### config.mk
export PLATFORM = sky130hd
export DESIGN_NAME = slip_slope_traction_limiter_flat
export DESIGN_NICKNAME = d
export VERILOG_FILES = /design/src/ssl_pkg.sv /design/src/ssl_if.sv /design/src/ssl_cfg_regs.sv /design/src/ssl_core.sv /design/src/slip_slope_traction_limiter.sv /design/src/flat_wrapper.sv
export SDC_FILE = /design/constraint.sdc
export NUM_CORES = 1
export LEC_CHECK = 0
export ABC_AREA = 1
export BUFFER_PORTS_ARGS = -buffer_cell sky130_fd_sc_hd__clkbuf_2
export CORE_MARGIN = 2
export CORE_UTILIZATION = 50
export CTS_CLUSTER_DIAMETER = 30
export DETAILED_ROUTE_END_ITERATION = 6
export PLACE_DENSITY = 0.7
export SETUP_SLACK_MARGIN = 0.15
export SYNTH_ARGS = -nofsm -noshare
export SYNTH_HDL_FRONTEND = slang
export SYNTH_SLANG_ARGS = --single-unit
### constraint.sdc
create_clock -name clk -period 10.7 [get_ports clk]
set_clock_uncertainty 0.15 [all_clocks]
set_input_delay 0.535 -clock clk [delete_from_list [all_inputs] [get_ports clk]]
set_output_delay 0.535 -clock clk [all_outputs]
set_load 0.01 [all_outputs]
### src/ssl_pkg.sv
// ----------------------------------------------------------------------------
// ssl_pkg
// Shared types, widths and constants for the slip-slope traction limiter.
// ----------------------------------------------------------------------------
package ssl_pkg;

	// Field widths.
	localparam int SLIP_W    = 16;
	localparam int TORQUE_W  = 16;
	localparam int SPEED_W   = 16;
	localparam int CFG_W     = 15;
	localparam int CFG_IDX_W = 2;
	localparam int FRAC_W    = 14;

	// Register indexes on the configuration channel.
	typedef enum logic [CFG_IDX_W-1:0] {
		REG_ENGAGE_SLIP      = 2'd0,
		REG_SLOPE_STEP_LIMIT = 2'd1,
		REG_REDUCE_GAIN      = 2'd2,
		REG_INCREASE_GAIN    = 2'd3
	} reg_idx_t;

	// Register reset values.
	localparam logic [CFG_W-1:0] RST_ENGAGE_SLIP      = 15'd2458;
	localparam logic [CFG_W-1:0] RST_SLOPE_STEP_LIMIT = 15'd16;
	localparam logic [CFG_W-1:0] RST_REDUCE_GAIN      = 15'd14746;
	localparam logic [CFG_W-1:0] RST_INCREASE_GAIN    = 15'd16712;

	// Launch tiers: speed bounds in cm/s and torque caps in 0.01 Nm.
	localparam logic signed [SPEED_W-1:0] SPEED_TIER1 = 16'sd100;
	localparam logic signed [SPEED_W-1:0] SPEED_TIER2 = 16'sd200;
	localparam logic signed [SPEED_W-1:0] SPEED_TIER3 = 16'sd400;
	localparam logic signed [SPEED_W-1:0] SPEED_TIER4 = 16'sd700;
	localparam logic [TORQUE_W-1:0] CAP_TIER1 = 16'd4108;
	localparam logic [TORQUE_W-1:0] CAP_TIER2 = 16'd10270;
	localparam logic [TORQUE_W-1:0] CAP_TIER3 = 16'd14378;
	localparam logic [TORQUE_W-1:0] CAP_TIER4 = 16'd18486;

	// Rounding offset for a product with a Q1.14 gain (half an LSB of the result).
	localparam logic [TORQUE_W+CFG_W:0] ROUND_HALF = 32'd8192;

	// Configuration register bank contents.
	typedef struct packed {
		logic [CFG_W-1:0] engage_slip;
		logic [CFG_W-1:0] slope_step_limit;
		logic [CFG_W-1:0] reduce_gain;
		logic [CFG_W-1:0] increase_gain;
	} cfg_t;

	// One control sample.
	typedef struct packed {
		logic signed [SLIP_W-1:0]  wheel_slip;
		logic [TORQUE_W-1:0]       torque_request;
		logic signed [SPEED_W-1:0] speed;
	} sample_t;

	// One result.
	typedef struct packed {
		logic [TORQUE_W-1:0] torque_out;
		logic                regulating;
		logic                launch_capped;
	} result_t;

endpackage

### src/ssl_if.sv
// ----------------------------------------------------------------------------
// ssl_if
// Valid/ready channel interfaces for samples, results and register writes.
// ----------------------------------------------------------------------------
interface ssl_sample_if;
	logic                              valid;
	logic                              ready;
	logic signed [ssl_pkg::SLIP_W-1:0]  wheel_slip;
	logic [ssl_pkg::TORQUE_W-1:0]       torque_request;
	logic signed [ssl_pkg::SPEED_W-1:0] speed;

	modport source (output valid, wheel_slip, torque_request, speed, input ready);
	modport sink (input valid, wheel_slip, torque_request, speed, output ready);
endinterface

interface ssl_result_if;
	logic                          valid;
	logic                          ready;
	logic [ssl_pkg::TORQUE_W-1:0]  torque_out;
	logic                          regulating;
	logic                          launch_capped;

	modport source (output valid, torque_out, regulating, launch_capped, input ready);
	modport sink (input valid, torque_out, regulating, launch_capped, output ready);
endinterface

interface ssl_cfg_if;
	logic                           valid;
	logic                           ready;
	logic [ssl_pkg::CFG_IDX_W-1:0]  index;
	logic [ssl_pkg::CFG_W-1:0]      data;

	modport source (output valid, index, data, input ready);
	modport sink (input valid, index, data, output ready);
endinterface

### src/ssl_cfg_regs.sv
// ----------------------------------------------------------------------------
// ssl_cfg_regs
// Configuration register bank, written over its own valid/ready channel.
// ----------------------------------------------------------------------------
module ssl_cfg_regs (
	input  logic          clk,
	input  logic          arst_n,
	ssl_cfg_if.sink       cfg,
	output ssl_pkg::cfg_t regs
);

	ssl_pkg::cfg_t regs_q;

	// Writes are always taken.
	assign cfg.ready = 1'b1;

	// Register bank, reset to the documented defaults.
	always_ff @(posedge clk or negedge arst_n) begin
		if (!arst_n) begin
			regs_q.engage_slip      <= ssl_pkg::RST_ENGAGE_SLIP;
			regs_q.slope_step_limit <= ssl_pkg::RST_SLOPE_STEP_LIMIT;
			regs_q.reduce_gain      <= ssl_pkg::RST_REDUCE_GAIN;
			regs_q.increase_gain    <= ssl_pkg::RST_INCREASE_GAIN;
		end else if (cfg.valid) begin
			case (ssl_pkg::reg_idx_t'(cfg.index))
				ssl_pkg::REG_ENGAGE_SLIP:      regs_q.engage_slip      <= cfg.data;
				ssl_pkg::REG_SLOPE_STEP_LIMIT: regs_q.slope_step_limit <= cfg.data;
				ssl_pkg::REG_REDUCE_GAIN:      regs_q.reduce_gain      <= cfg.data;
				ssl_pkg::REG_INCREASE_GAIN:    regs_q.increase_gain    <= cfg.data;
				default: begin
				end
			endcase
		end
	end

	assign regs = regs_q;

endmodule

### src/ssl_core.sv
// ----------------------------------------------------------------------------
// ssl_core
// Limiter datapath and its state: launch tiers, slope test, gain scaling.
// ----------------------------------------------------------------------------
module ssl_core (
	input  logic             clk,
	input  logic             arst_n,
	input  ssl_pkg::cfg_t    regs,
	input  ssl_pkg::sample_t smp,
	input  logic             fire,
	output ssl_pkg::result_t res
);

	localparam int DIFF_W = ssl_pkg::SLIP_W + 1;
	localparam int REL_W  = ssl_pkg::SLIP_W + 3;
	localparam int PROD_W = ssl_pkg::TORQUE_W + ssl_pkg::CFG_W;
	localparam int SCL_W  = PROD_W + 1 - ssl_pkg::FRAC_W;

	logic signed [ssl_pkg::SLIP_W-1:0] last_slip_q;
	logic [ssl_pkg::TORQUE_W-1:0]      ceiling_q;
	logic                              engaged_q;

	logic                              launch;
	logic [ssl_pkg::TORQUE_W-1:0]      cap;
	logic signed [DIFF_W-1:0]          slip_x;
	logic signed [DIFF_W-1:0]          diff;
	logic signed [DIFF_W-1:0]          step_s;
	logic signed [DIFF_W-1:0]          thr_s;
	logic                              rising;
	logic                              falling;
	logic signed [REL_W-1:0]           slip5;
	logic signed [REL_W-1:0]           thr4;
	logic                              release_hit;
	logic [ssl_pkg::CFG_W-1:0]         gain;
	logic [PROD_W-1:0]                 prod;
	logic [PROD_W:0]                   rounded;
	logic [SCL_W-1:0]                  scaled;
	logic [SCL_W-1:0]                  ceil_sel;
	logic [ssl_pkg::TORQUE_W-1:0]      ceil_lim;
	logic [ssl_pkg::TORQUE_W-1:0]      ceiling_d;
	logic                              engaged_d;
	logic [ssl_pkg::TORQUE_W-1:0]      tq;

	// Launch tier selection on signed speed.
	always_comb begin
		launch = 1'b1;
		cap    = ssl_pkg::CAP_TIER1;
		if (smp.speed < ssl_pkg::SPEED_TIER1) begin
			cap = ssl_pkg::CAP_TIER1;
		end else if (smp.speed < ssl_pkg::SPEED_TIER2) begin
			cap = ssl_pkg::CAP_TIER2;
		end else if (smp.speed < ssl_pkg::SPEED_TIER3) begin
			cap = ssl_pkg::CAP_TIER3;
		end else if (smp.speed < ssl_pkg::SPEED_TIER4) begin
			cap = ssl_pkg::CAP_TIER4;
		end else begin
			launch = 1'b0;
		end
	end

	// Slope, activation and release comparisons, all exact.
	assign slip_x      = DIFF_W'(smp.wheel_slip);
	assign diff        = slip_x - DIFF_W'(last_slip_q);
	assign step_s      = signed'({2'b00, regs.slope_step_limit});
	assign thr_s       = signed'({2'b00, regs.engage_slip});
	assign rising      = diff > step_s;
	assign falling     = diff < -step_s;
	assign slip5       = REL_W'(smp.wheel_slip) + (REL_W'(smp.wheel_slip) <<< 2);
	assign thr4        = signed'({2'b00, regs.engage_slip, 2'b00});
	assign release_hit = slip5 < thr4;

	// Ceiling scaling: product with a Q1.14 gain rounded half up, then capped at the request.
	assign gain     = rising ? regs.reduce_gain : regs.increase_gain;
	assign prod     = PROD_W'(ceiling_q) * PROD_W'(gain);
	assign rounded  = {1'b0, prod} + ssl_pkg::ROUND_HALF;
	assign scaled   = rounded[PROD_W:ssl_pkg::FRAC_W];
	assign ceil_sel = (rising || falling) ? scaled : SCL_W'(ceiling_q);
	assign ceil_lim = (ceil_sel > SCL_W'(smp.torque_request)) ? smp.torque_request
		: ceil_sel[ssl_pkg::TORQUE_W-1:0];

	// Next state and output torque.
	always_comb begin
		engaged_d = engaged_q;
		ceiling_d = ceiling_q;
		tq        = smp.torque_request;
		if (launch) begin
			tq = (smp.torque_request < cap) ? smp.torque_request : cap;
		end else if (!engaged_q) begin
			ceiling_d = smp.torque_request;
			engaged_d = slip_x > thr_s;
		end else if (release_hit) begin
			engaged_d = 1'b0;
			ceiling_d = smp.torque_request;
		end else begin
			ceiling_d = ceil_lim;
			tq        = ceil_lim;
		end
	end

	// Controller state advances only on fired samples at or above the top launch speed bound.
	always_ff @(posedge clk or negedge arst_n) begin
		if (!arst_n) begin
			last_slip_q <= '0;
			ceiling_q   <= '0;
			engaged_q   <= 1'b0;
		end else if (fire && !launch) begin
			last_slip_q <= smp.wheel_slip;
			ceiling_q   <= ceiling_d;
			engaged_q   <= engaged_d;
		end
	end

	assign res.torque_out    = tq;
	assign res.regulating    = engaged_d;
	assign res.launch_capped = launch;

endmodule

### src/slip_slope_traction_limiter.sv
// ----------------------------------------------------------------------------
// slip_slope_traction_limiter
// Slip-slope traction control torque limiter, one control sample per cycle while the result channel is not stalled.
// ----------------------------------------------------------------------------
// Usage:
// Samples (slip ratio, torque request, speed) enter on the sample channel and
// one result (limited torque, regulating flag, launch flag) leaves on the
// result channel per sample, in order. The four gain and threshold registers
// are written on the cfg channel, which is always ready; write them only when
// no sample is in flight.
// A sample accepted into the input register passes through the core; its
// result is loaded into the output register when the output can advance and
// is then offered. One sample per cycle is sustained while the receiver takes
// results: the controller state (last slip, ceiling, engaged) is updated in
// the same cycle as the result is computed, so the next sample sees it.
// The critical path is the 16x15 ceiling multiply with its rounding and clamp.
// Reset clears the pipeline, the controller state and restores the register
// defaults. When the receiver stalls, the result is held in the output
// register, the input register fills, and sample.ready drops until it moves.
// ----------------------------------------------------------------------------
module slip_slope_traction_limiter (
	input  logic           clk,
	input  logic           arst_n,
	ssl_sample_if.sink     sample,
	ssl_result_if.source   result,
	ssl_cfg_if.sink        cfg
);

	ssl_pkg::cfg_t    regs;
	ssl_pkg::sample_t sample_s1;
	logic             valid_s1;
	ssl_pkg::result_t core_res;
	ssl_pkg::result_t result_q;
	logic             out_valid_q;
	logic             advance;
	logic             take;
	logic             fire;

	// Handshake control.
	assign advance      = !out_valid_q || result.ready;
	assign fire         = valid_s1 && advance;
	assign sample.ready = !valid_s1 || advance;
	assign take         = sample.valid && sample.ready;

	ssl_cfg_regs u_cfg_regs (
		.clk    (clk),
		.arst_n (arst_n),
		.cfg    (cfg),
		.regs   (regs)
	);

	ssl_core u_core (
		.clk    (clk),
		.arst_n (arst_n),
		.regs   (regs),
		.smp    (sample_s1),
		.fire   (fire),
		.res    (core_res)
	);

	// Valid bits of the input and output registers.
	always_ff @(posedge clk or negedge arst_n) begin
		if (!arst_n) begin
			valid_s1    <= 1'b0;
			out_valid_q <= 1'b0;
		end else begin
			if (take) begin
				valid_s1 <= 1'b1;
			end else if (fire) begin
				valid_s1 <= 1'b0;
			end
			if (advance) begin
				out_valid_q <= valid_s1;
			end
		end
	end

	// Payload registers.
	always_ff @(posedge clk) begin
		if (take) begin
			sample_s1.wheel_slip     <= sample.wheel_slip;
			sample_s1.torque_request <= sample.torque_request;
			sample_s1.speed          <= sample.speed;
		end
		if (fire) begin
			result_q <= core_res;
		end
	end

	assign result.valid         = out_valid_q;
	assign result.torque_out    = result_q.torque_out;
	assign result.regulating    = result_q.regulating;
	assign result.launch_capped = result_q.launch_capped;

endmodule

### src/flat_wrapper.sv
// flat-port wrapper written by rule: the top's interface ports become plain ports
module slip_slope_traction_limiter_flat 
  (clk, arst_n, sample_valid, sample_wheel_slip, sample_torque_request, sample_speed, sample_ready, result_valid, result_torque_out, result_regulating, result_launch_capped, result_ready, cfg_valid, cfg_index, cfg_data, cfg_ready);
  ssl_sample_if sample_i ();
  ssl_result_if result_i ();
  ssl_cfg_if cfg_i ();
  input  logic clk;
  input  logic arst_n;
  input wire logic [$bits(sample_i.valid)-1:0] sample_valid;
  input wire logic [$bits(sample_i.wheel_slip)-1:0] sample_wheel_slip;
  input wire logic [$bits(sample_i.torque_request)-1:0] sample_torque_request;
  input wire logic [$bits(sample_i.speed)-1:0] sample_speed;
  output wire logic [$bits(sample_i.ready)-1:0] sample_ready;
  output wire logic [$bits(result_i.valid)-1:0] result_valid;
  output wire logic [$bits(result_i.torque_out)-1:0] result_torque_out;
  output wire logic [$bits(result_i.regulating)-1:0] result_regulating;
  output wire logic [$bits(result_i.launch_capped)-1:0] result_launch_capped;
  input wire logic [$bits(result_i.ready)-1:0] result_ready;
  input wire logic [$bits(cfg_i.valid)-1:0] cfg_valid;
  input wire logic [$bits(cfg_i.index)-1:0] cfg_index;
  input wire logic [$bits(cfg_i.data)-1:0] cfg_data;
  output wire logic [$bits(cfg_i.ready)-1:0] cfg_ready;
  assign sample_i.valid = sample_valid;
  assign sample_i.wheel_slip = sample_wheel_slip;
  assign sample_i.torque_request = sample_torque_request;
  assign sample_i.speed = sample_speed;
  assign sample_ready = sample_i.ready;
  assign result_valid = result_i.valid;
  assign result_torque_out = result_i.torque_out;
  assign result_regulating = result_i.regulating;
  assign result_launch_capped = result_i.launch_capped;
  assign result_i.ready = result_ready;
  assign cfg_i.valid = cfg_valid;
  assign cfg_i.index = cfg_index;
  assign cfg_i.data = cfg_data;
  assign cfg_ready = cfg_i.ready;
  slip_slope_traction_limiter u_core (.clk(clk), .arst_n(arst_n), .sample(sample_i), .result(result_i), .cfg(cfg_i));
endmodule
==> impl_results.md, run 1 <==
- Max-Cap Viols: 0
- GP Congestion: 0.936
- Fin util: 65.0%
- Post-synth EDFFs: 64
- Final Max Slew Viols: 0
- Highest Clock Rate: 90.6 MHz
- Die Area: 38300 um^2
- Crit path time final: 11.04 ns
- Die Ht: 196 um
- Sequential fraction of the synthesis area: 23.5%
- Starting Density: 50.4%
- Pin count of the biggest net entering global routing: 62
- Cell taking the most area after synthesis: fa_1
- Synth unique cells: 50
- CTS root buffer: clkbuf_16
- Area share of the leading cell type in the synthesized netlist: 20.0%
- DRC viols: 0
- Worst-Skew Late Latency: 0.46 ns
- Top post-synthesis cells by area: fa_1 20%, ha_1 15%, edfxtp_1 10%
- Worst-path cell with the longest stage delay: fa_1
- Num rows: 70
- R2R setup slack: -0.34 ns
- Endpoints failing setup: 32
- Worst path bufs/invs: 14
- Post-DR vias/cell: 5.41
- Slew headroom: 9.78%
- CTS sink cnt: 159
- Register bit total from synthesis: 159
- TritonCTS clock tree: yes
- Hold Crit Class: input pin to flop
- Diode count: 0
- Layout cell share with drive strength beyond 1: 27.2%
- R2R cell count: 63
- Post-synth ARST share: 59.7%
- WL per Instance: 18.0 um
- All-Layer GR Usage: 30.2%
- Post-DP HPWL: 41500 um
- Ys flop type: dfrtp_1
- Violated checks: negative setup slack
- Endpoints failing hold: 0
- Most frequent CP cell: nand2_1
- Post-Syn Nets: 2769
- Max Root-Sink Buffers: 2
- Most common cell in the netlist: nand2_1
- Initial antenna violation count: 0
- Period utilisation layout: 103%
- PnR worst setup slack: -0.337 ns
- Cell count of the worst hold path: 1
- End of the worst register-to-register path: u_core.result.torque_out[5]$_DFFE_PP_
- Mapped Area: 18400 um^2
- CP peak stage delay: 0.54 ns
- Vias in the first global route: 17600
- Max H-tree Level: 4
- Crit path max-delay family: adder cells
- Synth warn: 0
- CP Launch Type: flop
- Crit. End Element: flop
- RSZ-0062 raised after global routing: true
- R2R Path Start: u_core.sample_s1[37]$_DFFE_PP_
- Gate Count Post-Synth: 2293
- Area of the core: 36400 um^2
- Status: finished, violations left
- Initial DRC Count: 1399
- Mean post-synth cell area: 8.01 um^2
- Worst Path Arrival: 11.08 ns
- IO Port Bufs: 87
- First-pass GRT wire length: 90400 um
- ANT nets after route: 0
- Die X: 196 um
- Worst slew pin tran: 1.35 ns
- Nets: 3159
- Via count: 17100
- Min-Delay Endpoint: u_core.sample_s1[38]$_DFFE_PP_
- Boundary Pins: 91
- CP Max Fanout: 8
- CP Class: flop to flop
- Wirelength, routed: 57000 um
- Clk slew on worst S/H paths: 0.09 ns
- Detailed-router iteration count before antenna repair: 6
- Worst hold start: sample_wheel_slip[6]
- Worst EP required: 10.74 ns
- Global route total overflow: 0
- Top cells by count, synth: 504 x nand2_1, 459 x inv_1, 222 x ha_1
- CTS Buf Count: 17
- Area Growth Syn to Fin: 29.0%
[per-stage QoR]
stage / area [um^2] / setup TNS (ns) / worst slack (ns) / hold slack [ns] / cells
5_1_grt: 23700 / -24.11 / -0.818 / 0.0843 / 3164
2_1_floorplan: 18400 / 0 / 0.152 / 0.0894 / 2293
6_report: 23700 / -8.88 / -0.337 / 0.0931 / 3164
3_5_place_dp: 21000 / -18.86 / -0.632 / 0.327 / 3031
3_3_place_gp: 21000 / -11.51 / -0.388 / 0.309 / 3031
4_1_cts: 23200 / 0 / 0.104 / 0.0845 / 3145
[worst max-delay path by stage]
stage | depth (start not counted) | slack (ns) | from | endpoint
finish | 63 | -0.34 | u_core.sample_s1[37]$_DFFE_PP_ | u_core.result.torque_out[5]$_DFFE_PP_
global route | 66 | -0.82 | u_core.sample_s1[32]$_DFFE_PP_ | u_core.result.torque_out[4]$_DFFE_PP_
CTS | 63 | 0.10 | u_core.sample_s1[32]$_DFFE_PP_ | u_core.result.torque_out[5]$_DFFE_PP_
detailed placement | 61 | -0.63 | u_core.sample_s1[32]$_DFFE_PP_ | u_core.result.torque_out[3]$_DFFE_PP_
global placement | 60 | -0.39 | u_core.sample_s1[32]$_DFFE_PP_ | u_core.result.torque_out[12]$_DFFE_PP_
floorplan | 61 | 0.15 | u_core.sample_s1[32]$_DFFE_PP_ | u_core.result.torque_out[12]$_DFFE_PP_
[layout by cell type, fill, tap and decap left out, drive strengths merged, types with 14 or more instances in the layout]
cell | netlist | final
a21oi | 94 | 94
a31oi | 17 | 17
buf | 8 | 336
clkbuf | 46 | 103
clkinv | 10 | 14
dfrtp | 76 | 76
dfstp | 19 | 19
edfxtp | 64 | 64
fa | 184 | 184
ha | 222 | 222
inv | 460 | 467
nand2 | 517 | 517
nand3 | 101 | 101
nand4 | 18 | 18
nor2 | 186 | 186
nor3 | 16 | 16
o21ai | 138 | 138
or2 | 14 | 14
xnor2 | 15 | 15
xor2 | 27 | 27
[final cells by class]
| class | instances | area (um^2) |
|---|---|---|
| flip-flops and latches | 159 | 4320 |
| multi-input cells | 1610 | 13200 |
| fillers | 2933 | 12700 |
| well taps | 468 | 586 |
| repair buffers | 423 | 3170 |
| clock buffers | 17 | 425 |
| clock inverters | 15 | 169 |
| inverters | 470 | 1790 |
| repair inverters | 2 | 15.0 |
[flip-flops by register name (all words and copies together), names as in the netlist]
| register | cells |
|---|---|
| u_core.u_core.last_slip_q | 16 |
| u_core.result.regulating | 1 |
| u_core.sample_s1 | 46 |
| u_core.u_cfg_regs.regs | 60 |
| u_core.u_core.engaged_q | 1 |
| u_core.result.launch_capped | 1 |
| u_core.valid_s1 | 1 |
| u_core.result.torque_out | 16 |
| u_core.u_core.ceiling_q | 16 |
| u_core.result.valid | 1 |
[cells by family (layout without fill, tap and decap cells)]
group           count (synthesis)  count (layout)  synth area share [%]
simple gates                  868             868                  19.7
fa+ha+maj                     406             406                  35.2
other cells                     1               1                0.0204
buf+inv                       524             927                  10.8
flops                         159             159                  23.5
compound gates                293             293                  8.79
xor+xnor                       42              42                  2.00
[repair_timing]
action                                  in CTS  in global routing
hold buffers                                 1                  0
gates resized for setup                    239                 99
endpoints found under the hold margin       34                  0
gates cloned                                 4                  0
buffers inserted                            77                 19
pin swaps                                   97                 74
endpoints found under the setup margin      32                 32
[per-layer routing]
metal | up-vias | track usage, % | share of wire [%]
li1 | 8005 | - | -
met1 | 8283 | 39.7 | 42
met2 | 692 | 50.4 | 47
met3 | 151 | 5.07 | 6.8
met4 | 0 | 11.2 | 4.0
met5 | - | 0 | 0
Power of run 1 is left out: the tool's default activity adds up to more than one toggle a clock period on the data nets, which glitch-free logic cannot reach.
==> run 2: changes to the inputs <==
--- a/config.mk
+++ b/config.mk
@@ -7,11 +7,10 @@
 export LEC_CHECK = 0
 export ABC_AREA = 1
 export BUFFER_PORTS_ARGS = -buffer_cell sky130_fd_sc_hd__clkbuf_2
-export CORE_MARGIN = 2
-export CORE_UTILIZATION = 50
+export CORE_UTILIZATION = 58
 export CTS_CLUSTER_DIAMETER = 30
 export DETAILED_ROUTE_END_ITERATION = 6
-export PLACE_DENSITY = 0.7
+export PLACE_DENSITY = 0.79
 export SETUP_SLACK_MARGIN = 0.15
 export SYNTH_ARGS = -nofsm -noshare
 export SYNTH_HDL_FRONTEND = slang
==> run 2 against run 1 <==
  * The flow still finishes with violations (negative setup slack)
  * Clock-buffer cell count up 4
  * First-iteration DRC count up 8.6%
  * Setup slack better by 0.054 ns
  * Cell count down 3.4%
  * Register-to-register slack better by 0.05 ns
  * Die area down 15%
  * Final area down 1.0%
  * Hold slack better by 0.019 ns
  * Critical path type unchanged
==> impl_results.md, run 2 (synthesized netlist as in run 1, its figures left out) <==
- Status: finished, violations left
- Violated checks: negative setup slack
- CP Max Fanout: 7
- Die Ht: 180 um
- Via count: 17500
- Post-DR vias/cell: 5.74
- Period utilisation layout: 103%
- All-Layer GR Usage: 34.1%
- RSZ-0062 raised after global routing: true
- Most frequent CP cell: inv_2
- Area Growth Syn to Fin: 27.6%
- Hold Crit Class: input pin to flop
- First-pass GRT wire length: 87100 um
- Endpoints failing hold: 0
- Num rows: 64
- Detailed-router iteration count before antenna repair: 6
- PnR worst setup slack: -0.284 ns
- Die Area: 32400 um^2
- Most common cell after layout, fill and taps aside: nand2_1
- Highest Clock Rate: 91.0 MHz
- Max H-tree Level: 4
- CTS Buf Count: 17
- Post-DP HPWL: 40700 um
- Worst-path cell with the longest stage delay: fa_1
- Boundary Pins: 91
- GP Congestion: 0.946
- Non-filler instance count after layout: 3057
- Area of the core: 30900 um^2
- Commonest non-fill, non-tap cells in the layout: 443 x nand2_1, 413 x inv_1, 265 x buf_4, 200 x ha_1, 170 x fa_1
- CTS root buffer: clkbuf_16
- Clk slew on worst S/H paths: 0.07 ns
- Worst slew pin tran: 1.23 ns
- Vias in the first global route: 17700
- TritonCTS clock tree: yes
- Crit path time final: 10.98 ns
- IO Port Bufs: 87
- CP peak stage delay: 0.58 ns
- Final Max Slew Viols: 0
- Max FFs per register: 60
- Wirelength, routed: 56400 um
- Diode count: 0
- Endpoints failing setup: 32
- Worst EP required: 10.73 ns
- Global route total overflow: 0
- Starting Density: 59.4%
- Post-Place Cells: 2956
- Initial antenna violation count: 1
- Fin util: 75.9%
- Slew headroom: 17.8%
- Nets: 3124
- CTS sink cnt: 159
- Crit. End Element: flop
- Worst-Skew Late Latency: 0.44 ns
- WL per Instance: 18.5 um
- DRC viols: 0
- Pin count of the biggest net entering global routing: 68
- Layout cell share with drive strength beyond 1: 27.6%
- CP Launch Type: flop
- Die X: 180 um
- DP Area: 20900 um^2
- Worst Path Arrival: 11.02 ns
- Initial DRC Count: 1519
- Max Root-Sink Buffers: 2
- ANT nets after route: 0
- Final instance area: 23500 um^2
- CP Class: flop to flop
- Max-Cap Viols: 0
-- run 2: cell count changes in the layout (fill, tap and decap cells not counted), sizes merged --
cell	change
clkinvlp	-2
clkbuf	+4
buf	-34
inv	-5
clkinv	+2
-- run 2: path summary, 6_finish.rpt --
kind                       depth (start not counted)                                    from  slack (ns)                                         to
setup / recovery                                  62          u_core.sample_s1[32]$_DFFE_PP_       -0.28      u_core.result.torque_out[5]$_DFFE_PP_
hold reg to reg                                    2  u_core.u_cfg_regs.regs[11]$_DFFE_PN0P_        0.34     u_core.u_cfg_regs.regs[11]$_DFFE_PN0P_
min in group asynchronous                          2                                  arst_n        0.44   u_core.u_core.last_slip_q[3]$_DFFE_PN0P_
hold / removal                                     1                    sample_wheel_slip[3]        0.11             u_core.sample_s1[35]$_DFFE_PP_
max in group asynchronous                          3                                  arst_n        8.74  u_core.u_core.last_slip_q[12]$_DFFE_PN0P_
setup reg to reg                                  62          u_core.sample_s1[32]$_DFFE_PP_       -0.28      u_core.result.torque_out[5]$_DFFE_PP_
-- run 2: per-stage QoR --
step	worst slack (ns)	setup TNS [ns]	hold WS, ns
global route	-0.632	-19.14	0.102
detailed placement	-0.608	-17.95	0.319
CTS	0.0240	0	0.101
finish	-0.284	-7.54	0.112
floorplan	0.152	0	0.0894
global placement	-0.365	-10.57	0.308
-- run 2: layout make-up --
type | count | area [um^2]
Clock buffer | 21 | 492
Clock inverter | 11 | 119
Fill cell | 2064 | 7460
Inverter | 470 | 1800
Multi-Input combinational cell | 1610 | 13300
Sequential cell | 159 | 4320
Tap cell | 396 | 495
Timing Repair Buffer | 389 | 2910
Timing Repair inverter | 1 | 7.51
-- run 2: layer usage --
layer / global-route usage (%) / share of wire [%] / up-vias
met5: 0 / 0.14 / -
met2: 56.7 / 47 / 936
met3: 6.77 / 9.2 / 230
met4: 14.8 / 5.1 / 2
li1: - / - / 7924
met1: 43.4 / 39 / 8452
-- run 2: what timing repair did --
| action | in CTS | in global routing |
|---|---|---|
| setup buffers | 43 | 23 |
| setup endpoints to repair | 32 | 32 |
| resized for setup | 248 | 131 |
| hold buffers | 1 | 0 |
| pin swaps | 149 | 88 |
| gates cloned | 2 | 0 |
| endpoints found under the hold margin | 28 | 0 |
-- run 2: critical path: cells and delay by family, from the launching register on --
kind | cells | cell delay, ns
flops | 1 | 0.40
fa+ha+maj | 11 | 4.53
simple gates | 24 | 2.48
compound gates | 10 | 1.35
buf+inv | 16 | 1.59
xor+xnor | 1 | 0.18
Power of run 2 is left out for the same reason.
